<file path="src/rtl/core/fpa_pkg.sv">
// ----------------------------------------------------------------------------
// fpa_pkg
// shared types and constants of the q24.8 fixed-point alu pipeline
// ----------------------------------------------------------------------------
package fpa_pkg;

    localparam int FRAC_BITS  = 8;
    localparam int DATA_W     = 32;
    localparam int RADIX_BITS = 4;
    localparam int NUM_W      = DATA_W + FRAC_BITS;
    localparam int DIV_STAGES = (NUM_W + RADIX_BITS - 1) / RADIX_BITS;
    localparam int QUO_W      = DIV_STAGES * RADIX_BITS;
    localparam int PROD_W     = 2 * DATA_W;

    localparam logic signed [DATA_W-1:0] MAX_VAL = {1'b0, {(DATA_W-1){1'b1}}};
    localparam logic signed [DATA_W-1:0] MIN_VAL = {1'b1, {(DATA_W-1){1'b0}}};

    typedef enum logic [3:0] {
        K_ADD      = 4'd0,
        K_SUB      = 4'd1,
        K_MUL      = 4'd2,
        K_DIV      = 4'd3,
        K_CMP      = 4'd4,
        K_MIN      = 4'd5,
        K_MAX      = 4'd6,
        K_INC      = 4'd7,
        K_DEC      = 4'd8,
        K_TO_INT   = 4'd9,
        K_FROM_INT = 4'd10
    } t_kind;

    typedef enum logic [1:0] {
        SEL_SIMPLE,
        SEL_MUL,
        SEL_DIV
    } t_sel;

    typedef struct packed {
        logic [3:0]               kind;
        logic signed [DATA_W-1:0] operand_a;
        logic signed [DATA_W-1:0] operand_b;
    } t_fpa_in;

    typedef struct packed {
        logic signed [DATA_W-1:0] result_value;
        logic                     less_flag;
        logic                     equal_flag;
        logic                     greater_flag;
        logic                     overflow_flag;
        logic                     divide_error;
    } t_fpa_out;

    typedef struct packed {
        t_sel                sel;
        logic                neg;
        t_fpa_out            simple;
        logic [PROD_W-1:0]   prod;
        logic [DATA_W-1:0]   dvs;
        logic [DATA_W:0]     rem;
        logic [QUO_W-1:0]    quo;
    } t_fpa_pipe;

endpackage

</file>
<file path="src/rtl/core/fpa_div_stage.sv">
// ----------------------------------------------------------------------------
// fpa_div_stage
// one registered stage of the restoring divider, four quotient bits per stage
// ----------------------------------------------------------------------------
module fpa_div_stage
    import fpa_pkg::*;
(
    input  logic      i_clk,
    input  logic      i_rst_n,
    input  logic      i_valid,
    output logic      o_ready,
    input  t_fpa_pipe i_data,
    output logic      o_valid,
    input  logic      i_ready,
    output t_fpa_pipe o_data
);

    logic      r_valid;
    t_fpa_pipe r_data;
    t_fpa_pipe n_data;

    always_comb begin
        logic [DATA_W:0]  rem_t;
        logic [QUO_W-1:0] quo_t;
        rem_t  = i_data.rem;
        quo_t  = i_data.quo;
        n_data = i_data;
        for (int i = 0; i < RADIX_BITS; i++) begin
            // numerator bits leave the top while quotient bits enter the bottom
            rem_t = {rem_t[DATA_W-1:0], quo_t[QUO_W-1]};
            quo_t = {quo_t[QUO_W-2:0], 1'b0};
            if (rem_t >= {1'b0, i_data.dvs}) begin
                rem_t    = rem_t - {1'b0, i_data.dvs};
                quo_t[0] = 1'b1;
            end
        end
        n_data.rem = rem_t;
        n_data.quo = quo_t;
    end

    assign o_ready = !r_valid || i_ready;

    always_ff @(posedge i_clk) begin
        if (!i_rst_n) begin
            r_valid <= 1'b0;
        end else if (o_ready) begin
            r_valid <= i_valid;
        end
    end

    always_ff @(posedge i_clk) begin
        if (o_ready && i_valid) begin
            r_data <= n_data;
        end
    end

    assign o_valid = r_valid;
    assign o_data  = r_data;

endmodule

</file>
<file path="config.mk">
export PLATFORM = sky130hd
export DESIGN_NAME = fpa_div_stage
export DESIGN_NICKNAME = d
export VERILOG_FILES = /design/src/rtl/core/fpa_pkg.sv /design/src/rtl/core/fpa_div_stage.sv
export SDC_FILE = /design/constraint.sdc
export NUM_CORES = 1
export LEC_CHECK = 0
export BUFFER_PORTS_ARGS = -buffer_cell sky130_fd_sc_hd__buf_2
export CAP_MARGIN = 20
export CORE_ASPECT_RATIO = 1.5
export CORE_MARGIN = 10
export CORE_UTILIZATION = 35
export DETAILED_ROUTE_END_ITERATION = 12
export GPL_ROUTABILITY_DRIVEN = 0
export PLACE_DENSITY = 0.54
export SYNTH_ARGS = -nofsm -noshare
export SYNTH_HDL_FRONTEND = slang
export SYNTH_SLANG_ARGS = --single-unit
</file>
<file path="constraint.sdc">
create_clock -name i_clk -period 30.4 [get_ports i_clk]
set_input_delay 6.08 -clock i_clk [delete_from_list [all_inputs] [get_ports i_clk]]
set_output_delay 6.08 -clock i_clk [all_outputs]
set_load 0.01 [all_outputs]
</file>
### After elaboration in Yosys (flattened, before gate mapping)

Index checks and enable logic that the tools add are counted.

| word-level totals | value |
|---|---|
| bits of input ports | 213 |
| memories | 0 |
| latch bits | 0 |
| output and inout bits | 211 |
| bits in read-only memories | 0 |
| bits in writable memories | 0 |
| logic and storage cells | 32 |
| register bits | 210 |

| cells by class | value |
|---|---|
| eq/ne operators | 0 |
| magnitude comparators | 4 |
| add/subtract/negate cells | 4 |
| reductions and logical operators | 3 |
| bitwise gates (word level) | 0 |
| multipliers | 0 |
| multiplexer cells | 8 |
| shifts and indexed selects | 0 |
| div/mod/pow operators | 0 |

Operators by type and width:

| cell | count |
|---|---|
| 33-bit by 32-bit greater-or-equal comparator with 1-bit output | 4 |
| 32-bit 2-to-1 mux | 3 |
| 32-bit subtractor | 3 |
| 33-bit 2-to-1 mux | 1 |
| 33-bit by 32-bit subtractor with 33-bit output | 1 |
| 1-bit 2-to-1 mux | 4 |
| 1-bit logical AND | 1 |
| 1-bit logical NOT | 1 |
| 1-bit logical OR | 1 |

### Logic depth before layout (Yosys ltp)

| depth | value |
|---|---|
| word-level depth | 8 |
| depth in mapped cells | 54 |
| gate-level depth less buffers | 49 |

### Worst setup path after synthesis

Ideal clock, no wire load.

| timing | value |
|---|---|
| path kind | input to register |
| start | in i_data[77] in the netlist's numbering |
| end | reg r_data (netlist bit o_data[59]), data pin |
| data arrival time | 16.827 ns |
| library setup time | 0.258 ns |
| required time | 30.142 ns |
| slack | 13.315 ns |
| buffers on the path | 7 |
| stages | 48 |
| cells stage by stage | inv_1 ha_1 a21o_1 or3_1 o21ai_1 o31ai_2 a211oi_2 clkbuf_1 clkbuf_1 o21ai_0 ha_1 and4_1 nand3_1 nor2_1 a31oi_1 o211ai_1 or4b_4 a22oi_4 (+12 left out) buf_2 clkbuf_1 clkbuf_1 nand2_1 o21ai_0 ha_1 nor2b_1 o21a_1 o211ai_1 nand4b_1 a2111o_1 a21oi_1 a21oi_1 and2_1 o41a_1 or3b_2 buf_2 o221a_2 |

RTL lines:

| element | RTL line | source |
|---|---|---|
| from (decl) | fpa_div_stage.sv:12 | `input t_fpa_pipe i_data,` |
| to (signal assigned) | fpa_div_stage.sv:53 | `r_data <= n_data;` |
| to (decl) | fpa_div_stage.sv:19 | `t_fpa_pipe r_data;` |

==> run_results.csv <==
group,metric,value,unit
outcome,status,"finished, final reports clean",
floorplan,fp-row-count,91,
timing,worst_pin_slew,1.015,ns
detailed_routing,wirelength,52060,um
clock_tree,clock_path_buffers,3,
finish,design_area,0.01795,mm2
min_path,holdPathStages,2,
detailed_routing,first_pass_iters,5,
grt,antenna_found_initial,12,
critical_path,timing_worst_setup_path_type,"in -> reg",
detailed_routing,vias,12570,
clock_tree,cts_tree,"built",
flow_run,maxCapViolCount,0,
floorplan,io_pins,424,
place,dp.cells,2302,
critical_path,cp-end-kind,"flop",
synth,synth.most_common_cell,"edfxtp_1",
place,place_area,0.01715,mm2
critical_path,reg2reg_slack,27.94,ns
finish,ff_latch_area,0.006296,mm2
timing,post-route-period-util,64.23,%
clock_tree,cts.sinks,210,
synth,synth_top_family_by_area,"compound AO/OA/AOI/OAI gates",
timing,setup_viol,0,
synth,yosysSeqAreaShare,43.44,%
synth,yosys_warnings,0,
place,port_buffers,422,
finish,nets,2162,
critical_path,worstPathRequired,30.69,ns
finish,fin_cells,2348,
synth,synth_area,0.01450,mm2
clock_tree,post_cts_resized,0,
synth,ys_top_cells_by_count,"209 x edfxtp_1, 128 x ha_1, 111 x nand2_1",
floorplan,die_w,186.2,um
detailed_routing,wl_per_cell,22.17,um
critical_path,worst_path_max_delay_cell,"nor4_1",
timing,slew_viol_final,0,
critical_path,crit_fanout,61,
synth,synth-seq-cells,210,
floorplan,die_h,269.2,um
timing,max_slew_margin,31.70,%
critical_path,max_stage_delay,0.86,ns
synth,postSynth.asyncResetShare,0,%
critical_path,reg2reg_from,"o_valid",
pwr,power_density,115.3,mW/mm2
pwr,p_total,2.070,mW
critical_path,crit_top_cell,"ha_1",
min_path,hp-class,"reg -> reg",
floorplan,start_util,35.36,%
finish,synthToLayoutAreaGrowth,23.81,%
synth,yosysTopAreaCellShare,43.30,%
synth,synth_edf_count,209,
clock_tree,clock_latency,0.53,ns
synth,yosys-top-cells-area,"edfxtp_1 43%, ha_1 11%, a21oi_1 3.8%, o21ai_0 3.8%, xnor2_1 3.6%",
critical_path,cp.arrival,19.81,ns
timing,fin_crit,19.53,ns
grt,grt_pass1_wl,75960,um
grt,grt_max_degree,79,
clock_tree,path_clk_slew,0.06,ns
critical_path,start_kind,"input port",
grt,grt_usage,19.77,%
clock_tree,post_cts_buffers,0,
timing,final_hold_viol_count,0,
critical_path,rr_worst_depth,3,
detailed_routing,viasPerCell,5.355,
min_path,min-delay-start,"o_valid",
detailed_routing,drc,0,
synth,synthFlopType,"edfxtp_1",
finish,multi_input_area,0.007699,mm2
timing,clock.fmax,51.22,MHz
critical_path,worst_r2r_endpoint,"o_data[193]",
timing,tns,0,ns
synth,synth_adder_area_share,11.60,%
grt,grt_overflow,0,
clock_tree,cts_buffers,24,
synth,synthSimpleGateAreaFrac,11.14,%
synth,synth_compound_area_share,20.78,%
clock_tree,h-tree-depth,1,
grt,grt_pass1_vias,12580,
synth,yosysTopAreaCell,"edfxtp_1",
synth,syn_nets,1743,
synth,syn_inst,1398,
synth,muxShareOfSynthArea,2.866,%
clock_tree,hold_buffers,0,
finish,n_fill_cell,4078,
detailed_routing,dr.first_iter.drc_count,612,
timing,finClkSkew,0.006957,ns
place,hpwlAfterDp,43490,um
timing,rsz0062_at_grt,"no",
detailed_routing,ant_nets,0,
synth,syn_avg_cell_area,10.37,um2
floorplan,die_area,0.05012,mm2
synth,yosysUniqueCellTypes,88,
floorplan,core_area,0.04099,mm2
clock_tree,cts-root-buf,"clkbuf_16",
pwr,p_leak,7.922,nW
synth,synth_xor_area_share,6.586,%
finish,drive_gt1_share,28.46,%
min_path,holdPathEnd,"o_valid",
pwr,ir_drop,0.05781,mV
==> critical path, delay by kind of cell <==
kind,cells,cell delay (ns)
compound gates,19,5.42
buf+inv,8,1.96
mux,2,0.64
simple gates,13,3.99
fa+ha+maj,4,1.65
==> sequential cells by signal, summed over array words and instances, names as in the netlist <==
| signal | flops |
|---|---|
| o_data | 209 |
| o_valid | 1 |
==> kinds of logic (layout without fill, tap and decap cells) <==
group                    after synthesis  count (layout)
AO/OA/AOI/OAI                        456             456
XOR/XNOR                             109             109
flip-flops                           210             210
AND/OR/NAND/NOR                      325             325
buffers and inverters                128             564
multiplexers                          38              38
other                                  0               3
adder cells (fa/ha/maj)              132             132
==> layer usage <==
metal	wire (um)	vias up	GRT usage, %
li1	-	6129	-
met1	19400	5881	21.00
met2	25930	463	35.61
met3	4850	89	6.031
met4	1791	12	7.085
met5	83	-	0
==> cell usage in the layout (no fill, tap or decap), types with 8 or more instances in the layout <==
| cell | synthesis | final |
|---|---|---|
| a211oi_1 | 13 | 13 |
| a21o_1 | 62 | 62 |
| a21oi_1 | 110 | 110 |
| a22oi_1 | 17 | 17 |
| a31oi_1 | 8 | 8 |
| and3_1 | 8 | 8 |
| buf_2 | 11 | 422 |
| buf_4 | 3 | 8 |
| clkbuf_16 | 0 | 25 |
| edfxtp_1 | 209 | 209 |
| ha_1 | 128 | 128 |
| inv_1 | 89 | 89 |
| mux2_2 | 28 | 28 |
| mux2i_1 | 10 | 10 |
| nand2_1 | 111 | 111 |
| nand2b_1 | 16 | 16 |
| nand3_1 | 35 | 35 |
| nand4_1 | 13 | 13 |
| nor2_1 | 66 | 66 |
| nor2b_1 | 13 | 13 |
| nor3_1 | 20 | 20 |
| o211ai_1 | 12 | 12 |
| o21a_1 | 19 | 19 |
| o21ai_0 | 110 | 110 |
| o21bai_1 | 16 | 16 |
| o31ai_1 | 15 | 15 |
| xnor2_1 | 59 | 59 |
| xor2_1 | 50 | 50 |
==> worst max-delay path by stage <==
stage | startpoint | to | slack [ns] | cells after the start
floorplan | i_data[77] | o_data[59] | 13.31 | 48
global placement | i_data[94] | o_data[53] | 10.18 | 46
detailed placement | i_data[94] | o_data[53] | 10.20 | 46
CTS | i_data[73] | o_data[53] | 10.75 | 47
global route | i_data[73] | o_data[53] | 10.19 | 49
finish | i_data[94] | o_data[53] | 10.87 | 46
==> power breakdown <==
| part | leakage (nW) | total, mW | internal [mW] | switching (mW) |
|---|---|---|---|---|
| Sequential | 2.03 | 0.423 | 0.410 | 0.0122 |
| Clock | 0.387 | 0.295 | 0.176 | 0.119 |
| Combinational | 5.50 | 1.35 | 0.552 | 0.800 |
| Total | 7.92 | 2.07 | 1.14 | 0.931 |
==> final cells by class <==
type	count	share of cell area (%)
repair buffers	430	12.10
multi-input cells	1060	42.90
well taps	511	3.563
diodes	3	0.04183
flip-flops and latches	210	35.08
inverters	91	1.903
clock buffers	31	3.612
clock inverters	12	0.7948
==> per-stage QoR <==
step	util [%]	worst slack, ns	hold WS [ns]
finish	43.78	10.87	0.5436
global route	43.77	10.19	0.6010
CTS	43.76	10.75	0.5484
detailed placement	41.83	10.20	0.5364
global placement	41.83	10.18	0.5201
floorplan	-	13.31	0.6096
Power figures use the tool's default switching activity.
