<file path="src/rtl/core/fpa_pkg.sv">
// ----------------------------------------------------------------------------
// fpa_pkg
// shared types and constants of the q24.8 fixed-point alu pipeline
// ----------------------------------------------------------------------------
package fpa_pkg;

    localparam int FRAC_BITS  = 8;
    localparam int DATA_W     = 32;
    localparam int RADIX_BITS = 4;
    localparam int NUM_W      = DATA_W + FRAC_BITS;
    localparam int DIV_STAGES = (NUM_W + RADIX_BITS - 1) / RADIX_BITS;
    localparam int QUO_W      = DIV_STAGES * RADIX_BITS;
    localparam int PROD_W     = 2 * DATA_W;

    localparam logic signed [DATA_W-1:0] MAX_VAL = {1'b0, {(DATA_W-1){1'b1}}};
    localparam logic signed [DATA_W-1:0] MIN_VAL = {1'b1, {(DATA_W-1){1'b0}}};

    typedef enum logic [3:0] {
        K_ADD      = 4'd0,
        K_SUB      = 4'd1,
        K_MUL      = 4'd2,
        K_DIV      = 4'd3,
        K_CMP      = 4'd4,
        K_MIN      = 4'd5,
        K_MAX      = 4'd6,
        K_INC      = 4'd7,
        K_DEC      = 4'd8,
        K_TO_INT   = 4'd9,
        K_FROM_INT = 4'd10
    } t_kind;

    typedef enum logic [1:0] {
        SEL_SIMPLE,
        SEL_MUL,
        SEL_DIV
    } t_sel;

    typedef struct packed {
        logic [3:0]               kind;
        logic signed [DATA_W-1:0] operand_a;
        logic signed [DATA_W-1:0] operand_b;
    } t_fpa_in;

    typedef struct packed {
        logic signed [DATA_W-1:0] result_value;
        logic                     less_flag;
        logic                     equal_flag;
        logic                     greater_flag;
        logic                     overflow_flag;
        logic                     divide_error;
    } t_fpa_out;

    typedef struct packed {
        t_sel                sel;
        logic                neg;
        t_fpa_out            simple;
        logic [PROD_W-1:0]   prod;
        logic [DATA_W-1:0]   dvs;
        logic [DATA_W:0]     rem;
        logic [QUO_W-1:0]    quo;
    } t_fpa_pipe;

endpackage

</file>
<file path="src/rtl/core/fpa_front.sv">
// ----------------------------------------------------------------------------
// fpa_front
// operand decode, simple operations, magnitude product and divider setup
// ----------------------------------------------------------------------------
module fpa_front
    import fpa_pkg::*;
(
    input  logic      i_clk,
    input  logic      i_rst_n,
    input  logic      i_valid,
    output logic      o_ready,
    input  t_fpa_in   i_data,
    output logic      o_valid,
    input  logic      i_ready,
    output t_fpa_pipe o_data
);

    logic                     r_valid;
    t_fpa_pipe                r_data;
    t_fpa_pipe                n_data;
    logic signed [DATA_W-1:0] a;
    logic signed [DATA_W-1:0] b;
    logic [DATA_W-1:0]        mag_a;
    logic [DATA_W-1:0]        mag_b;
    logic [DATA_W:0]          sum;
    logic [DATA_W:0]          dif;
    logic [FRAC_BITS:0]       hi_a;

    assign a     = i_data.operand_a;
    assign b     = i_data.operand_b;
    assign mag_a = a[DATA_W-1] ? DATA_W'(0) - DATA_W'(a) : DATA_W'(a);
    assign mag_b = b[DATA_W-1] ? DATA_W'(0) - DATA_W'(b) : DATA_W'(b);
    assign sum   = {a[DATA_W-1], a} + {b[DATA_W-1], b};
    assign dif   = {a[DATA_W-1], a} - {b[DATA_W-1], b};
    assign hi_a  = a[DATA_W-1 -: FRAC_BITS+1];

    always_comb begin
        n_data        = '0;
        n_data.sel    = SEL_SIMPLE;
        n_data.neg    = a[DATA_W-1] ^ b[DATA_W-1];
        n_data.prod   = mag_a * mag_b;
        n_data.dvs    = mag_b;
        n_data.rem    = '0;
        n_data.quo    = QUO_W'({mag_a, {FRAC_BITS{1'b0}}});
        case (t_kind'(i_data.kind))
            K_ADD: begin
                if (sum[DATA_W] != sum[DATA_W-1]) begin
                    n_data.simple.overflow_flag = 1'b1;
                    n_data.simple.result_value  = sum[DATA_W] ? MIN_VAL : MAX_VAL;
                end else begin
                    n_data.simple.result_value = sum[DATA_W-1:0];
                end
            end
            K_SUB: begin
                if (dif[DATA_W] != dif[DATA_W-1]) begin
                    n_data.simple.overflow_flag = 1'b1;
                    n_data.simple.result_value  = dif[DATA_W] ? MIN_VAL : MAX_VAL;
                end else begin
                    n_data.simple.result_value = dif[DATA_W-1:0];
                end
            end
            K_MUL: n_data.sel = SEL_MUL;
            K_DIV: begin
                if (b == '0) begin
                    n_data.simple.divide_error = 1'b1;
                end else begin
                    n_data.sel = SEL_DIV;
                end
            end
            K_CMP: begin
                n_data.simple.less_flag    = a < b;
                n_data.simple.equal_flag   = a == b;
                n_data.simple.greater_flag = a > b;
            end
            K_MIN: n_data.simple.result_value = (a > b) ? b : a;
            K_MAX: n_data.simple.result_value = (a > b) ? a : b;
            K_INC: begin
                if (a == MAX_VAL) begin
                    n_data.simple.overflow_flag = 1'b1;
                    n_data.simple.result_value  = MAX_VAL;
                end else begin
                    n_data.simple.result_value = a + DATA_W'(1);
                end
            end
            K_DEC: begin
                if (a == MIN_VAL) begin
                    n_data.simple.overflow_flag = 1'b1;
                    n_data.simple.result_value  = MIN_VAL;
                end else begin
                    n_data.simple.result_value = a - DATA_W'(1);
                end
            end
            K_TO_INT: n_data.simple.result_value = a >>> FRAC_BITS;
            K_FROM_INT: begin
                if (hi_a != '0 && hi_a != '1) begin
                    n_data.simple.overflow_flag = 1'b1;
                    n_data.simple.result_value  = a[DATA_W-1] ? MIN_VAL : MAX_VAL;
                end else begin
                    n_data.simple.result_value = a <<< FRAC_BITS;
                end
            end
            default: n_data.simple = '0;
        endcase
    end

    assign o_ready = !r_valid || i_ready;

    always_ff @(posedge i_clk) begin
        if (!i_rst_n) begin
            r_valid <= 1'b0;
        end else if (o_ready) begin
            r_valid <= i_valid;
        end
    end

    always_ff @(posedge i_clk) begin
        if (o_ready && i_valid) begin
            r_data <= n_data;
        end
    end

    assign o_valid = r_valid;
    assign o_data  = r_data;

endmodule

</file>
<file path="config.mk">
export PLATFORM = sky130hd
export DESIGN_NAME = fpa_front
export DESIGN_NICKNAME = d
export VERILOG_FILES = /design/src/rtl/core/fpa_pkg.sv /design/src/rtl/core/fpa_front.sv
export SDC_FILE = /design/constraint.sdc
export NUM_CORES = 2
export LEC_CHECK = 0
export BUFFER_PORTS_ARGS = -buffer_cell sky130_fd_sc_hd__buf_2
export CAP_MARGIN = 20
export CORE_MARGIN = 5
export CORE_UTILIZATION = 54
export DETAILED_ROUTE_END_ITERATION = 10
export PLACE_DENSITY = 0.79
export SETUP_SLACK_MARGIN = 0.02
export SLEW_MARGIN = 20
export SYNTH_ARGS = -nofsm -noshare
export SYNTH_HDL_FRONTEND = slang
export SYNTH_SLANG_ARGS = --single-unit
</file>
<file path="constraint.sdc">
create_clock -name i_clk -period 23 [get_ports i_clk]
set_input_delay 3.45 -clock i_clk [delete_from_list [all_inputs] [get_ports i_clk]]
set_output_delay 3.45 -clock i_clk [all_outputs]
set_load 0.01 [all_outputs]
</file>
Word level (Yosys, flattened, before mapping)
Cells that the tools add are included.

storage, ports and cells
  register bits = 169
  input port bits = 72
  output and inout port bits = 211
  logic and storage cells = 67

operators by class
  add/subtract/negate cells = 6
  multipliers = 1
  magnitude comparators = 2
  equal/unequal tests = 16
  mux-type cells = 22
  bitwise logic cells = 1
  reduce and logical (&&, ||, !) cells = 7

operators with widths
  operator                                                               number
  32-bit 2-to-1 mux                                                      12
  32-bit case mux with 8 select lines                                    1
  32-bit equality test, second input constant                            2
  32-bit by 32-bit multiplier with 64-bit output                         1
  1-bit by 32-bit subtractor with 32-bit output, first input constant    2
  32-bit by 32-bit adder with 33-bit output                              1
  32-bit by 32-bit subtractor with 33-bit output                         1
  32-bit by 2-bit adder with 32-bit output, second input constant        1
  32-bit equality test                                                   1
  32-bit > comparator                                                    1
  32-bit zero test                                                       1
  32-bit < comparator                                                    1
  32-bit by 2-bit subtractor with 32-bit output, second input constant   1
  4-bit by 3-bit equality test with 1-bit output, second input constant  4
  4-bit equality test, second input constant                             3
  9-bit inequality test, second input constant                           1
  9-bit nonzero test                                                     1
  4-bit by 2-bit equality test with 1-bit output, second input constant  2
  1-bit 2-to-1 mux                                                       6
  1-bit case mux with 5 select lines                                     1
  4-bit by 1-bit equality test with 1-bit output, second input constant  1
  4-bit zero test                                                        1
  2-bit case mux with 2 select lines                                     1
  1-bit logical AND                                                      2
  other kinds (5)                                                        6

Logic depth before layout (Yosys ltp)
  depth in word-level cells = 4
  mapped depth = 40
  mapped depth without buffers = 36

Worst setup path after synthesis
Ideal clock, no wire load.

  path type = input -> register
  from = input i_data[32] in the netlist's numbering
  to = register r_data (netlist bit o_data[164]) (data pin)
  setup time = 0.264 ns
  arrival time = 12.840 ns
  data required time = 22.736 ns
  slack = 9.895 ns
  stages on the path = 34
  path buffers = 4
  path through = clkbuf_1 -> inv_1 -> clkbuf_1 -> ha_1 -> or4b_1 -> nor4_4 -> nand2_1 -> or3_1 -> nor3_1 -> nor2b_1 -> xnor2_1 -> buf_2 -> nor2_1 -> fa_1 -> inv_1 -> fa_1 -> fa_1 -> fa_1 -> inv_1 -> fa_1 -> fa_1 -> fa_1 -> fa_1 -> ha_1 -> clkbuf_1 -> nand2_1 -> nor4_1 -> o2111ai_1 -> a211oi_1 -> a211oi_1 -> o311a_1 -> o21ai_1 -> a41oi_1 -> xnor2_1

RTL lines
  what                  RTL line          text
  from (decl)           fpa_front.sv:12   input t_fpa_in i_data,
  to (signal assigned)  fpa_front.sv:118  r_data <= n_data;
  to (decl)             fpa_front.sv:19   t_fpa_pipe r_data;

==> key figures <==
Critical path
  – Endpoint class of the critical path: flop
  – Launching element type of the critical path: input port
  – Critical Path Most Common Cell: fa_1
  – Critical-path maximum fanout: 26
  – Worst Path Class, Setup: input port to flop
  – Reg2reg path depth: 3
  – Max incr delay on CP: 1.02 ns
  – Crit-path slowest cell: clkinv_1
  – Signal arrival time at the worst endpoint: 15.36 ns
  – Data required time at the worst endpoint: 23.27 ns

Place
  – Buffers added on ports: 241
  – Final GP Congestion: 1.09
  – Area post-placement: 47800 sq um
  – DP Wirelength: 121 mm
  – Placed Instances: 6362

Synth
  – Number of distinct standard cells referenced by the synthesized netlist: 93
  – Most frequently used flop master after synthesis: edfxtp_1
  – Yosys top cell area share: 39.5%
  – Cells taking the most area after synthesis: fa_1, edfxtp_1, ha_1, inv_1, nor2_1
  – Total number of yosys warnings: 0
  – Share of flip-flops with an asynchronous set or reset after synthesis: 0%
  – Portion of the post-synthesis area used by sequential elements: 11.1%
  – Synth area leader: fa_1
  – Average footprint of a synthesized cell: 8.70 sq um
  – Number of synthesized register bits: 169
  – Number of flops mapped to enable cells by yosys: 168
  – Netlist area before placement: 45500 sq um
  – Cells after Synth: 5225

Drt
  – Met3 layer wire length in the routed design: 19.7 mm
  – Total DRC errors in the routed layout: 0
  – Met2 wire len: 70.7 mm
  – 1st-pass router iterations: 9
  – Total via count in the routed design: 39172
  – WL per Instance: 24.7 microns
  – Number of vias per cell: 6.12
  – Number of nets with antenna violations after detailed routing: 0
  – Max Used Layer: met5
  – DRT met1 WL: 55.3 mm
  – Detailed Route WL: 158 mm
  – Starting DRC count in detailed routing: 4554

Clocking
  – Number of gates resized after CTS: 0
  – CTS Buf Count: 17
  – Worst-skew pair later-pin latency: 0.54 ns
  – Post-CTS Repair Setup Buffers: 0
  – Clk pin slew, worst setup/hold paths: 0.07 ns
  – Buffer type at the clock tree root: clkbuf_16
  – Clock tree from TritonCTS: done
  – Max Root-Sink Buffers: 2
  – Clock H-tree levels: 4
  – Clk sink count: 169
  – Hold Buf Count CTS: 0

Timing
  – Count of endpoints failing hold in the final timing report: 0
  – Minimum clock period: 15.08 ns
  – Final clock period utilization by the worst path: 65.6%
  – Number of pins exceeding their max-slew limit in the final report: 0
  – Max-slew headroom: 16.5%
  – Skew final: 0.0174 ns
  – Setup repair after global routing missed its margin: false
  – Final setup violation count: 0
  – Setup_tns: 0 ns
  – Worst-Margin Slew: 1.25 ns
  – Maximum frequency from static timing analysis: 66.3 MHz

Finish
  – Final Non-Filler Cells: 6398
  – Area of all placed cells without fillers: 48500 sq um
  – Number of nets in the final layout: 6601
  – Number of inserted filler cells in the final layout: 7355
  – Growth of design area from synthesis to finish: 6.62%
  – Post-route core utilization: 58.0%
  – Layout cell share with drive strength beyond 1: 8.58%

Global route
  – Aggregate global-route resource usage: 35.4%
  – Wire length of the first global-routing pass: 241 mm
  – Total overflow reported by the global router: 0
  – Pin count of the biggest net entering global routing: 65
  – Number of antenna violations at the first check in global routing: 6
  – Number of global-route vias before repair: 40891

Floorplanning
  – Die Height: 300 microns
  – Core area: 83600 sq um
  – Site row count: 106
  – Initial core utilization: 54.4%
  – Die Area: 90100 sq um
  – Die width: 300 microns
  – # IOs: 283

Outcome
  – Result of the run: finished clean

Min path
  – Worst Hold Path Cells: 2
  – Kind of path behind the tightest hold check: flop to flop

Job
  – Number of max-cap violations: 0
==> cells in the final DEF (no fill, tap or decap), types with 61 or more instances in the layout <==
master	instances
nand3_1	66
a21oi_1	162
buf_4	91
nand2_1	614
fa_1	898
inv_1	988
buf_2	241
a21o_1	61
nor2_1	681
xnor2_1	102
edfxtp_1	168
ha_1	330
o21ai_0	178
==> Yosys cell counts, types with 26 or more instances <==
cell and instances:
o21ai_0 178, fa_1 898, edfxtp_1 168, a21oi_1 162
buf_4 44, nand2b_1 33, clkbuf_1 211, nor3_1 45
a21o_1 61, ha_1 330, xnor2_1 131, nand3_1 66
nor2_1 681, inv_1 989, buf_2 41, a31oi_1 27
nand4_1 55, nand2_1 614, xor2_1 61, o31ai_1 26
a221oi_1 26
==> registers in the layout (all words and copies together), names as in the netlist <==
signal   count
o_data     168
o_valid      1
==> metrics by stage <==
| stage | setup WS (ns) | hold slack (ns) |
|---|---|---|
| after floorplan | 9.90 | 0.610 |
| after global placement | 7.90 | 0.508 |
| after detailed placement | 7.65 | 0.529 |
| after CTS | 8.19 | 0.544 |
| after global routing | 7.60 | 0.586 |
| final | 7.92 | 0.539 |
==> routing by layer <==
metal	vias up	track usage [%]
li1	16299	-
met1	19407	43.1
met2	2723	55.3
met3	739	10.9
met4	4	21.7
met5	-	0
==> cells by family after synthesis <==
kind of cell	after synthesis	share of synthesized area, %
AO/OA/AOI/OAI	657	9.37
XOR/XNOR	198	3.94
adder cells (fa/ha/maj)	1228	48.6
buffers and inverters	1335	11.5
flip-flops	169	11.1
multiplexers	5	0.110
other	1	0.00825
AND/OR/NAND/NOR	1632	15.3
==> critical path: cells and delay by family <==
family	cells	cell delay, ns
xor+xnor	2	0.93
buf+inv	5	1.82
compound gates	4	1.58
simple gates	9	2.81
fa+ha+maj	10	4.69
==> area by class of cell <==
class                   count  area, sq um  share of cell area, %
multi-input cells        3761        35700                   73.6
well taps                1080         1350                   2.79
clock buffers              18          429                  0.885
diodes                      4         10.0                 0.0206
flip-flops and latches    169         5060                   10.4
clock inverters            14          219                  0.452
inverters                1019         3820                   7.89
repair buffers            333         1900                   3.92
==> final timing paths <==
path	from	end	slack, ns
worst max-delay path	i_data[32]	o_data[155]$_DFFE_PP_	7.92
worst min-delay path	o_valid$_SDFFE_PN0N_	o_valid$_SDFFE_PN0N_	0.54
worst max register to register	o_valid$_SDFFE_PN0N_	o_data[168]$_DFFE_PP_	20.68
worst min register to register	o_valid$_SDFFE_PN0N_	o_valid$_SDFFE_PN0N_	0.54
Power is left out: the tool's default activity adds up to more than one toggle a clock period on the data nets, which glitch-free logic cannot reach.
