`config.mk`:
```
export PLATFORM = sky130hd
export DESIGN_NAME = fpa_back
export DESIGN_NICKNAME = d
export VERILOG_FILES = /design/src/rtl/core/fpa_pkg.sv /design/src/rtl/core/fpa_back.sv
export SDC_FILE = /design/constraint.sdc
export NUM_CORES = 1
export LEC_CHECK = 0
export BUFFER_PORTS_ARGS = -buffer_cell sky130_fd_sc_hd__buf_4
export CAP_MARGIN = 10
export CORE_MARGIN = 3
export CORE_UTILIZATION = 34
export DETAILED_ROUTE_END_ITERATION = 12
export HOLD_SLACK_MARGIN = 0.15
export PLACE_DENSITY = 0.68
export RECOVER_POWER = 50
export SLEW_MARGIN = 0
export SYNTH_ARGS = -nofsm -noshare
export SYNTH_HDL_FRONTEND = slang
export SYNTH_SLANG_ARGS = --single-unit
export TNS_END_PERCENT = 30
```
`constraint.sdc`:
```
create_clock -name i_clk -period 10.66 [get_ports i_clk]
set_input_delay 1.599 -clock i_clk [delete_from_list [all_inputs] [get_ports i_clk]]
set_output_delay 1.599 -clock i_clk [all_outputs]
set_load 0.02 [all_outputs]
```
`src/rtl/core/fpa_pkg.sv`:
```
// ----------------------------------------------------------------------------
// fpa_pkg
// shared types and constants of the q24.8 fixed-point alu pipeline
// ----------------------------------------------------------------------------
package fpa_pkg;

    localparam int FRAC_BITS  = 8;
    localparam int DATA_W     = 32;
    localparam int RADIX_BITS = 4;
    localparam int NUM_W      = DATA_W + FRAC_BITS;
    localparam int DIV_STAGES = (NUM_W + RADIX_BITS - 1) / RADIX_BITS;
    localparam int QUO_W      = DIV_STAGES * RADIX_BITS;
    localparam int PROD_W     = 2 * DATA_W;

    localparam logic signed [DATA_W-1:0] MAX_VAL = {1'b0, {(DATA_W-1){1'b1}}};
    localparam logic signed [DATA_W-1:0] MIN_VAL = {1'b1, {(DATA_W-1){1'b0}}};

    typedef enum logic [3:0] {
        K_ADD      = 4'd0,
        K_SUB      = 4'd1,
        K_MUL      = 4'd2,
        K_DIV      = 4'd3,
        K_CMP      = 4'd4,
        K_MIN      = 4'd5,
        K_MAX      = 4'd6,
        K_INC      = 4'd7,
        K_DEC      = 4'd8,
        K_TO_INT   = 4'd9,
        K_FROM_INT = 4'd10
    } t_kind;

    typedef enum logic [1:0] {
        SEL_SIMPLE,
        SEL_MUL,
        SEL_DIV
    } t_sel;

    typedef struct packed {
        logic [3:0]               kind;
        logic signed [DATA_W-1:0] operand_a;
        logic signed [DATA_W-1:0] operand_b;
    } t_fpa_in;

    typedef struct packed {
        logic signed [DATA_W-1:0] result_value;
        logic                     less_flag;
        logic                     equal_flag;
        logic                     greater_flag;
        logic                     overflow_flag;
        logic                     divide_error;
    } t_fpa_out;

    typedef struct packed {
        t_sel                sel;
        logic                neg;
        t_fpa_out            simple;
        logic [PROD_W-1:0]   prod;
        logic [DATA_W-1:0]   dvs;
        logic [DATA_W:0]     rem;
        logic [QUO_W-1:0]    quo;
    } t_fpa_pipe;

endpackage

```
`src/rtl/core/fpa_back.sv`:
```
// ----------------------------------------------------------------------------
// fpa_back
// rounding, sign and saturation of multiply and divide, output register
// ----------------------------------------------------------------------------
module fpa_back
    import fpa_pkg::*;
(
    input  logic      i_clk,
    input  logic      i_rst_n,
    input  logic      i_valid,
    output logic      o_ready,
    input  t_fpa_pipe i_data,
    output logic      o_valid,
    input  logic      i_ready,
    output t_fpa_out  o_data
);

    localparam logic [PROD_W-1:0] NEG_LIM = PROD_W'(1) << (DATA_W - 1);
    localparam logic [PROD_W-1:0] POS_LIM = NEG_LIM - PROD_W'(1);

    logic              r_valid;
    t_fpa_out          r_data;
    t_fpa_out          n_data;
    logic [PROD_W-1:0] mul_q;
    logic [QUO_W-1:0]  div_q;
    logic [PROD_W-1:0] mag;
    logic              rnd_up;

    // half away from zero on magnitudes
    assign mul_q  = (i_data.prod + (PROD_W'(1) << (FRAC_BITS - 1))) >> FRAC_BITS;
    assign rnd_up = {i_data.rem[DATA_W-1:0], 1'b0} >= {1'b0, i_data.dvs};
    assign div_q  = i_data.quo + QUO_W'(rnd_up);
    assign mag    = (i_data.sel == SEL_MUL) ? mul_q : PROD_W'(div_q);

    always_comb begin
        n_data = i_data.simple;
        if (i_data.sel == SEL_MUL || i_data.sel == SEL_DIV) begin
            if (i_data.neg) begin
                if (mag > NEG_LIM) begin
                    n_data.overflow_flag = 1'b1;
                    n_data.result_value  = MIN_VAL;
                end else begin
                    n_data.result_value = DATA_W'(0) - mag[DATA_W-1:0];
                end
            end else begin
                if (mag > POS_LIM) begin
                    n_data.overflow_flag = 1'b1;
                    n_data.result_value  = MAX_VAL;
                end else begin
                    n_data.result_value = mag[DATA_W-1:0];
                end
            end
        end
    end

    assign o_ready = !r_valid || i_ready;

    always_ff @(posedge i_clk) begin
        if (!i_rst_n) begin
            r_valid <= 1'b0;
        end else if (o_ready) begin
            r_valid <= i_valid;
        end
    end

    always_ff @(posedge i_clk) begin
        if (o_ready && i_valid) begin
            r_data <= n_data;
        end
    end

    assign o_valid = r_valid;
    assign o_data  = r_data;

endmodule

```
==> Word-level counts from Yosys, hierarchy flattened <==
Index checks and enable logic that the tools add are counted.
{ "totals": {"out_inout_bits": 39, "in_bits": 213, "reg_bits": 38} }
{ "op_classes": {"addsub": 3, "order_cmp": 3, "n_mux": 9, "n_eq_ne": 2, "n_reduce_logical": 4} }
{ "ops": {"columns": ["operator", "n"], "rows": [
  ["32-bit 2-to-1 mux", 4],
  ["64-bit by 8-bit adder with 64-bit output (second input constant)", 1],
  ["56-bit by 31-bit greater-than comparator with 1-bit output (second input constant)", 1],
  ["56-bit by 32-bit greater-than comparator with 1-bit output (second input constant)", 1],
  ["56-bit 2-to-1 mux", 1],
  ["40-bit by 1-bit adder with 40-bit output", 1],
  ["33-bit by 32-bit greater-or-equal comparator with 1-bit output", 1],
  ["1-bit by 32-bit subtractor with 32-bit output (first input constant)", 1],
  ["1-bit 2-to-1 mux", 4],
  ["2-bit by 1-bit equality test with 1-bit output (second input constant)", 1],
  ["2-bit equality test (second input constant)", 1],
  ["1-bit logical OR", 2],
  ["1-bit logical AND", 1],
  ["1-bit logical NOT", 1]
]} }

==> Logic depth before layout (Yosys ltp) <==
Gate-level depths: netlist of run 1.
{ "logic_depth": {"ltp_word": 7, "depth_mapped": 27, "mapped_depth_nobuf": 24} }

==> Worst setup path after synthesis of run 1 <==
OpenSTA, ideal clock, no wires.
{ "synth_timing": {"kind": "input to register", "start": "input i_data[74] in the netlist's numbering", "end": "register r_data, in the netlist o_data[34] (data pin)", "setup_time_ns": 0.157, "stages": 24, "t_arrival_ns": 6.470, "setup_slack_ns": 4.034, "path_buffers": 0, "cell_sequence": "inv_1 > ha_1 > nor2b_1 > o21a_1 > o21a_1 > o21a_1 > o21a_1 > o21a_1 > o21a_1 > o21a_1 > o211ai_1 > a21oi_1 > ha_1 > ha_1 > a31o_2 > a21oi_1 > nand3_1 > a211oi_1 > nand4_1 > nor2_1 > a41oi_4 > or2_4 > or4_1 > a32oi_1"} }
{ "synth_lines": {"columns": ["item", "line", "text"], "rows": [
  ["start: declaration", "fpa_back.sv:12", "input t_fpa_pipe i_data,"],
  ["end signal: assignment", "fpa_back.sv:68", "r_data <= n_data;"],
  ["end: declaration", "fpa_back.sv:22", "t_fpa_out r_data;"]
]} }

==> results_dict.tcl, run 1 <==
set metrics [dict create \
    synth-seq-cells 38 \
    report.final.slew_viol_count 38 \
    wl_per_cell_um 17.7 \
    violations "capacitance limit, slew limit" \
    instances_no_fill 1299 \
    p_seq_frac 0.313 \
    tritoncts "done" \
    antenna_found_initial 0 \
    synthArstFlopShare 0 \
    synth_nets 1107 \
    final_cell_area_mm2 0.00837 \
    whs_ns 0.535 \
    max-slew-margin-rel -0.540 \
    grtUsageTotal 0.210 \
    worstPathArrival_ns 7.95 \
    finalClockSkew_ns 0.00265 \
    syn_area_mm2 0.00640 \
    drc 0 \
    clockRootBuffer "clkbuf_16" \
    ir_worst_vdd_v 0.0000506 \
    synth_cell_type_count 80 \
    cts.htree.levels 2 \
    synthToLayoutAreaGrowth_pct 30.7 \
    netlist.area_leader.share 0.174 \
    vias 7498 \
    clock_latency_ns 0.28 \
    worstMarginPinSlew_ns 2.31 \
    synthTopCellsByArea "edfxtp_1 (17%), ha_1 (7.2%), nand4_1 (4.6%)" \
    initial_utilization 0.351 \
    ios 252 \
    die_x_um 143 \
    grt_pass1_wl_mm 35.2 \
    fin_nets 1319 \
    antenna_left 0 \
    coreArea_mm2 0.0182 \
    clk_pin_slew_worst_paths_ns 0.06 \
    n_fill_cell 1920 \
    grt_pass1_vias 6741 \
    numCtsBuffers 5 \
    cts_resized 0 \
    final_core_util 0.459 \
    finalHoldViolCount 0 \
    crit_type "in2reg" \
    dieArea_mm2 0.0205 \
    cap_violations 1 \
    period_needed_ns 7.82 \
    yosysTopAreaCell "edfxtp_1" \
    cts.path.max_buffers 2 \
    total_power_uw 589 \
    gp_congestion 0.917 \
    synthesis.yosys.warnings 0 \
    clockPowerShare 0.244 \
    dpl.hpwl_mm 18.8 \
    tns_ns 0 \
    drt_pass1_iterations 6 \
    portBuffers 243 \
    dieHeight_um 143 \
    power.density_mw_per_mm2 70.4 \
    swShare 0.354 \
    dpl-instance-area_mm2 0.00837 \
    switching_power_uw 208 \
    status "complete, but fails checks" \
    synthFlopType "edfxtp_1" \
    rsz0062_at_grt "no" \
    regArea_mm2 0.00113 \
    critical_path.endpoint_type "flop" \
    fmax_mhz 128 \
    cell_internal_pwr_uw 381 \
    post_cts_buffers 0 \
    pre_cts_ws_ns 2.70 \
    setup_viol 0 \
    share_comb_of_total_power 0.444 \
    start_kind "input port" \
    num_antenna_cells 0 \
    drtIter0Drc 648 \
    drive_above_1_share 0.231 \
    critPathMaxFanout 28 \
    placed_cells 1291 \
    via_per_inst 5.77 \
    hp-class "reg2reg" \
    cts.sinks 38 \
    multi_input_area_mm2 0.00483 \
    synth_edf_count 37 \
    cts_hold_buf 0 \
    fp-row-count 49 \
    syn_area_per_cell_um2 7.47 \
    grt_max_degree 46 \
    globalRouteOverflowTotal 0 \
    worst_ep_required_time_ns 10.79 \
    syn_inst 857 \
    synth_seq_area_share 0.177 \
    leakage_nw 3.32 \
    drt_wl_total_mm 23.0 \
    setup_ws_ns 2.84 \
    period_share 0.734 \
]
==> sequential cells by signal (all words and copies together), names as in the netlist <==
signal	flops
o_data	37
o_valid	1
==> cell type report <==
class | count | share of cell area
sequential | 38 | 0.135
clock buffer | 6 | 0.0154
clock inverter | 2 | 0.00105
tap | 229 | 0.0343
multi-input combinational | 707 | 0.578
inverter | 69 | 0.0310
timing repair buffer | 248 | 0.206
==> cells by family (layout without fill, tap and decap cells) <==
logic type / Yosys count / in the layout / share of synthesized area
buf+inv: 112 / 325 / 0.0682
flops: 38 / 38 / 0.177
compound gates: 188 / 188 / 0.215
xor+xnor: 50 / 50 / 0.0684
mux: 26 / 26 / 0.0413
simple gates: 406 / 406 / 0.358
fa+ha+maj: 37 / 37 / 0.0723
==> synth_stat cells (all sizes together) (14+ instances only) <==
master and count:
o21ai 33, nand2 76, a21o 14, ha 37, clkbuf 29, buf 14
inv 69, edfxtp 37, and4 16, nor4 38, xor2 18, nor3 39
or4 16, nand3 43, a21oi 30, and3 14, xnor2 32, nand4 48
a32oi 15, mux2i 23, nor2 60
==> power by group through the flow <==
stage	Combinational, mW	Clock (mW)	Sequential, mW
2_1_floorplan	0.124	0	0.203
3_3_place_gp	0.265	0	0.187
3_5_place_dp	0.267	0	0.187
4_1_cts	0.268	0.145	0.184
5_1_grt	0.288	0.153	0.185
6_report	0.261	0.143	0.184
==> worst max-delay path: stages <==
cell	delay, ns
buf_4	0.11
ha_1	0.27
nor2b_1	0.14
o21a_1	0.17
o21a_1	0.16
o21a_1	0.17
o21a_1	0.16
o21a_1	0.16
o21a_1	0.16
o21a_1	0.17
o211ai_1	0.16
a21oi_1	0.09
ha_1	0.25
ha_1	0.29
a31o_2	0.27
a21oi_1	0.21
nand3_1	0.11
a211oi_1	0.45
nand4_1	0.35
nor2_1	0.51
a41oi_4	0.40
nor2_2	0.94
a2111oi_0	0.42
a21oi_1	0.22
==> cells in the final DEF (no fill, tap or decap), types with 16 or more instances in the layout <==
cell        n
a21oi_1    30
buf_4     205
nor3_1     38
or4_1      16
and4_1     16
xnor2_1    32
mux2i_1    23
o21ai_0    32
nand3_1    41
clkbuf_1   39
nand2_1    76
ha_1       37
nor2_1     59
inv_1      67
edfxtp_1   37
nor4_1     33
nand4_1    47
xor2_1     18
==> layer usage <==
metal | vias to the layer above | routed length (µm) | track usage | part of all wire
li1 | 3724 | - | - | -
met4 | 0 | 393 | 0.0445 | 0.017
met5 | - | 0 | 0 | 0
met3 | 28 | 2140 | 0.0382 | 0.093
met2 | 331 | 10100 | 0.330 | 0.44
met1 | 3415 | 10300 | 0.302 | 0.45
==> path summary, 6_finish.rpt <==
check / cells after the start / from / slack [ns] / to
max: 24 / i_data[40] / 2.84 / o_data[19]
min: 2 / o_valid / 0.54 / o_valid
max reg2reg: 2 / o_valid / 8.11 / o_data[14]
min reg2reg: 2 / o_valid / 0.54 / o_valid
Note: power is estimated with default switching activity, not from simulation.
==> run 2: changes to the inputs <==
--- a/config.mk
+++ b/config.mk
@@ -5,6 +5,7 @@
 export SDC_FILE = /design/constraint.sdc
 export NUM_CORES = 1
 export LEC_CHECK = 0
+export ABC_AREA = 1
 export BUFFER_PORTS_ARGS = -buffer_cell sky130_fd_sc_hd__buf_4
 export CAP_MARGIN = 10
 export CORE_MARGIN = 3
==> constraint.sdc (replaced) <==
create_clock -name i_clk -period 6.8 [get_ports i_clk]
set_input_delay 1.02 -clock i_clk [delete_from_list [all_inputs] [get_ports i_clk]]
set_output_delay 1.02 -clock i_clk [all_outputs]
set_load 0.02 [all_outputs]
==> results_dict.tcl, run 2 <==
set metrics [dict create \
    globalRouteOverflowTotal 0 \
    tns_ns 0 \
    period_needed_ns 5.74 \
    vias 10494 \
    setup_viol 0 \
    setup_ws_ns 1.06 \
    p_seq_frac 0.273 \
    synth_xor_area_frac 0.0184 \
    numCtsBuffers 5 \
    max_stage_delay_ns 0.42 \
    dpl.hpwl_mm 26.5 \
    crit_type "in2reg" \
    drc 0 \
    cell_internal_pwr_uw 673 \
    synth-adder-area-share 0.0571 \
    antenna_found_initial 0 \
    rsz0062_at_grt "no" \
    synthToLayoutAreaGrowth_pct 26.9 \
    yosysTopAreaCell "nand2_1" \
    clock_latency_ns 0.28 \
    regArea_mm2 0.00113 \
    reg2reg_depth 2 \
    drt_wl_total_mm 30.7 \
    grt_pass1_wl_mm 48.3 \
    path_depth 27 \
    synthTopCellsByCount "nand2_1 (634), nor2_1 (249), inv_1 (200), nand3_1 (179), nand4_1 (57)" \
    fp-row-count 55 \
    multi_input_area_mm2 0.00606 \
    critical_path.endpoint_type "flop" \
    synth.mux.area_fraction 0 \
    synthArstFlopShare 0 \
    cts.htree.levels 2 \
    drt_pass1_iterations 6 \
    finalClockSkew_ns 0.00881 \
    r2r_slack_ns 4.08 \
    final_cell_mix "nand2_1 (634), nor2_1 (249), buf_4 (208), inv_1 (200), nand3_1 (179)" \
    startpoint "i_data[70]" \
    mostFrequentLayoutCell "nand2_1" \
    portBuffers 243 \
    gp_congestion 1.02 \
    clockRootBuffer "clkbuf_16" \
    antenna_left 0 \
    ir_worst_vdd_v 0.000132 \
    dieHeight_um 160 \
    synth_simple_gate_area_share 0.634 \
    start_kind "input port" \
    crit_end "o_data[30]" \
    synthTopCellsByArea "nand2_1 (29%), edfxtp_1 (14%), nor2_1 (12%)" \
    worst_ep_required_time_ns 6.95 \
    crit_family "simple AND/OR/NAND/NOR gates" \
    coreArea_mm2 0.0231 \
    pre_cts_ws_ns 0.827 \
    period_share 0.844 \
    cts_hold_buf 0 \
    fin_nets 2053 \
    report.final.slew_viol_count 0 \
    max-slew-margin-rel 0.0857 \
    cap_violations 0 \
    hp-class "reg2reg" \
    critPathMaxFanout 11 \
    synth_most_common_cell "nand2_1" \
    syn_area_mm2 0.00811 \
    worstMarginPinSlew_ns 1.37 \
    finalHoldViolCount 0 \
    drive_above_1_share 0.150 \
    synth_edf_count 37 \
    synth-seq-cells 38 \
    netlist.area_leader.share 0.293 \
    synth_top_family_by_area "simple AND/OR/NAND/NOR gates" \
    clk_pin_slew_worst_paths_ns 0.06 \
    via_per_inst 4.96 \
    critPathBufInv 3 \
    synthesis.yosys.warnings 0 \
    crit_slowest_cell "nor4b_1" \
    syn_inst 1575 \
    reg2reg_from "o_valid" \
    n_fill_cell 2566 \
    whs_ns 0.520 \
    clockPowerShare 0.288 \
    worstPathArrival_ns 5.89 \
    dieArea_mm2 0.0257 \
    fmax_mhz 174 \
    swShare 0.362 \
    post_cts_buffers 0 \
    grtUsageTotal 0.228 \
    num_antenna_cells 0 \
    ios 252 \
    status "complete, no violations" \
    share_comb_of_total_power 0.439 \
    synth-compound-area-share 0.0375 \
    cts_resized 0 \
    tritoncts "done" \
    synth_nets 1825 \
    grt_pass1_vias 9547 \
    cts.sinks 38 \
    power.density_mw_per_mm2 102 \
    switching_power_uw 382 \
    cts.path.max_buffers 2 \
    synthFlopType "edfxtp_1" \
    synth_seq_area_share 0.139 \
    initial_utilization 0.352 \
    synth_cell_type_count 42 \
    leakage_nw 5.25 \
    grt_max_degree 47 \
    largest_register_ffs 37 \
    syn_area_per_cell_um2 5.15 \
    drtIter0Drc 765 \
    r2r_end "o_data[36]" \
    wl_per_cell_um 14.5 \
    die_x_um 160 \
]
run 2: cell types whose count changed after synthesis, moves of 16 or more:
| cell | change |
|---|---|
| inv_1 | +133 |
| nand2_1 | +558 |
| nor2_1 | +190 |
| nor4_1 | -32 |
| clkbuf_1 | -19 |
| nor3_1 | -27 |
| and4_1 | -16 |
| xnor2_1 | -29 |
| mux2i_1 | -23 |
| nand3_1 | +138 |
| or4_1 | -16 |
run 2: cells by family (layout without fill, tap and decap cells):
family / count (synthesis) / count (layout)
simple gates: 1192 / 1192
buf+inv: 237 / 466
compound gates: 54 / 54
flops: 38 / 38
fa+ha+maj: 37 / 37
xor+xnor: 17 / 17
run 2: how the worst min path moves through the flow:
stage               cells after the start     from      end  slack (ns)
finish                                  2  o_valid  o_valid        0.52
global placement                        2  o_valid  o_valid        0.54
floorplan                               2  o_valid  o_valid        0.73
global route                            2  o_valid  o_valid        0.57
detailed placement                      2  o_valid  o_valid        0.55
CTS                                     2  o_valid  o_valid        0.56
run 2: metal layers:
layer  routed length [µm]  up-vias  global-route usage
met5                    0        -                   0
met4                 1190        0              0.0828
met3                 2430       60              0.0366
met2                13900      416               0.386
met1                13200     4572               0.293
li1                     -     5446                   -
run 2: stage by stage:
stage	utilization	std cells	cell area (µm²)	total power [mW]
2_1_floorplan	-	1575	8110	0.558
3_3_place_gp	0.445	2108	10200	0.764
3_5_place_dp	0.445	2108	10200	0.771
4_1_cts	0.453	2116	10400	1.08
5_1_grt	0.447	2117	10300	1.13
6_report	0.447	2117	10300	1.05
run 2: power groups by stage:
stage	clock network [mW]	registers (mW)	logic [mW]
3_5_place_dp	0	0.294	0.477
2_1_floorplan	0	0.319	0.239
3_3_place_gp	0	0.293	0.471
5_1_grt	0.316	0.290	0.521
6_report	0.304	0.288	0.463
4_1_cts	0.308	0.289	0.479
run 2: final cells by class:
class / instances / area share
timing repair buffer: 252 / 0.170
sequential: 38 / 0.110
clock inverter: 3 / 0.00669
clock buffer: 5 / 0.0122
multi-input combinational: 1300 / 0.589
tap: 313 / 0.0380
inverter: 206 / 0.0751
run 2: tightest hold or removal path: stages, from the launching register on:
cell,delay [ns]
dfxtp_1,0.32
nand2_1,0.08
a21boi_0,0.07
==> run 3: changes to the inputs <==
--- a/config.mk
+++ b/config.mk
@@ -12,7 +12,7 @@
 export CORE_UTILIZATION = 34
 export DETAILED_ROUTE_END_ITERATION = 12
 export HOLD_SLACK_MARGIN = 0.15
-export PLACE_DENSITY = 0.68
+export PLACE_DENSITY = 0.66
 export RECOVER_POWER = 50
 export SLEW_MARGIN = 0
 export SYNTH_ARGS = -nofsm -noshare
==> constraint.sdc (replaced) <==
create_clock -name i_clk -period 5.38 [get_ports i_clk]
set_input_delay 0.807 -clock i_clk [delete_from_list [all_inputs] [get_ports i_clk]]
set_output_delay 0.807 -clock i_clk [all_outputs]
set_load 0.02 [all_outputs]
==> results_dict.tcl, run 3 (synthesized netlist as in run 2, its figures left out) <==
set metrics [dict create \
    status "complete, but fails checks" \
    violations "capacitance limit, slew limit" \
    grt_pass1_vias 9905 \
    antenna_left 0 \
    clock_latency_ns 0.28 \
    critPathMaxFanout 11 \
    tritoncts "done" \
    crit_type "in2reg" \
    drt_wl_total_mm 31.0 \
    cts_resized 0 \
    setup_viol 0 \
    grt_pass1_wl_mm 49.8 \
    numCtsBuffers 5 \
    dieHeight_um 160 \
    critPathMostFrequentCell "nand2_1" \
    start_kind "input port" \
    num_antenna_cells 0 \
    vias 10634 \
    r2r_slack_ns 2.12 \
    cts_hold_buf 0 \
    mostFrequentLayoutCell "nand2_1" \
    cap_violations 1 \
    fp-row-count 55 \
    cts.path.max_buffers 2 \
    crit_slowest_cell "or3_1" \
    reg2reg_depth 1 \
    whs_endpoint "o_valid" \
    tns_ns 0 \
    grtUsageTotal 0.234 \
    drc 0 \
    max_stage_delay_ns 0.34 \
    rsz0062_at_grt "no" \
    worstPathArrival_ns 5.05 \
    coreArea_mm2 0.0231 \
    finalClockSkew_ns 0.00708 \
    period_share 0.912 \
    ir_worst_vdd_v 0.000121 \
    drt_pass1_iterations 5 \
    gp_congestion 0.980 \
    drtIter0Drc 805 \
    fmax_mhz 204 \
    critical_path.endpoint_type "flop" \
    hp-class "reg2reg" \
    max-slew-margin-rel -1.21 \
    report.final.slew_viol_count 38 \
    clk_pin_slew_worst_paths_ns 0.06 \
    synthToLayoutAreaGrowth_pct 29.4 \
    min_path_cells 2 \
    worst_ep_required_time_ns 5.53 \
    cts.sinks 38 \
    cts.htree.levels 2 \
    hold_path.startpoint "o_valid" \
    grt_max_degree 61 \
    dpl.hpwl_mm 26.9 \
    ios 252 \
    wl_per_cell_um 14.5 \
    period_needed_ns 4.91 \
    initial_utilization 0.352 \
    globalRouteOverflowTotal 0 \
    power.density_mw_per_mm2 128 \
    drive_above_1_share 0.162 \
    leakage_nw 5.36 \
    r2r_end "o_data[5]" \
    post_cts_buffers 0 \
    reg2reg_from "o_valid" \
    portBuffers 243 \
    die_x_um 160 \
    final_cell_mix "nand2_1 (633), nor2_1 (248), buf_4 (228), inv_1 (200), nand3_1 (179)" \
    worstMarginPinSlew_ns 3.32 \
    whs_ns 0.518 \
    antenna_found_initial 0 \
    via_per_inst 4.97 \
    clockRootBuffer "clkbuf_16" \
    fin_nets 2074 \
    finalHoldViolCount 0 \
    dieArea_mm2 0.0257 \
    largest_register_ffs 37 \
]
run 3: cell types whose count changed in the layout (fill, tap and decap cells not counted):
cell and delta:
buf_12 +2, buf_4 +20, clkbuf_1 -1, nand2_1 -1, nand2_2 +1, nor2_1 -1, nor2_4 +1, nor4b_1 -1
nor4b_2 +1
run 3: through the flow:
stage	utilization	setup slack, ns	std cells	cell area [µm²]	total power, mW
6_report	0.455	0.474	2138	10500	1.35
5_1_grt	0.455	0.00324	2138	10500	1.44
4_1_cts	0.461	0.276	2138	10600	1.38
3_5_place_dp	0.453	0.0240	2130	10400	0.989
3_3_place_gp	0.453	0.0842	2130	10400	0.982
2_1_floorplan	-	1.04	1575	8110	0.705
run 3: worst max-delay path by stage:
| stage | startpoint | endpoint | slack (ns) | cells after the start |
|---|---|---|---|---|
| 2_1_floorplan | i_data[104] | o_data[36] | 1.04 | 31 |
| 4_1_cts | i_data[70] | o_data[29] | 0.28 | 31 |
| 3_3_place_gp | i_data[70] | o_data[34] | 0.08 | 30 |
| 5_1_grt | i_data[89] | o_data[33] | 0.003 | 32 |
| 3_5_place_dp | i_data[70] | o_data[34] | 0.02 | 30 |
| 6_report | i_data[55] | o_data[29] | 0.47 | 31 |
run 3: power breakdown:
group	total [mW]	switching [mW]	leakage (nW)	internal (mW)
Sequential	0.365	0.00562	0.364	0.359
Clock	0.383	0.117	0.0940	0.266
Combinational	0.601	0.363	4.90	0.237
Total	1.35	0.486	5.36	0.863
run 3: area by class of cell:
cell class / instances / area, µm²
Clock buffer: 5 / 125
Clock inverter: 3 / 68.8
Fill cell: 2586 / 12600
Inverter: 206 / 773
Multi-Input combinational cell: 1300 / 6070
Sequential cell: 38 / 1130
Tap cell: 313 / 392
Timing Repair Buffer: 273 / 1930
run 3: critical path: cells and delay by family:
family,cells,cell delay (ns)
AO/OA/AOI/OAI,2,0.39
adder cells (fa/ha/maj),3,0.68
buffers and inverters,4,0.53
AND/OR/NAND/NOR,22,2.61
run 3: per-layer routing:
metal | global-route usage | up-vias | share of wire
met5 | 0 | - | 0
met1 | 0.303 | 4688 | 0.43
met3 | 0.0356 | 59 | 0.078
met4 | 0.0817 | 0 | 0.038
met2 | 0.397 | 401 | 0.45
li1 | - | 5486 | -
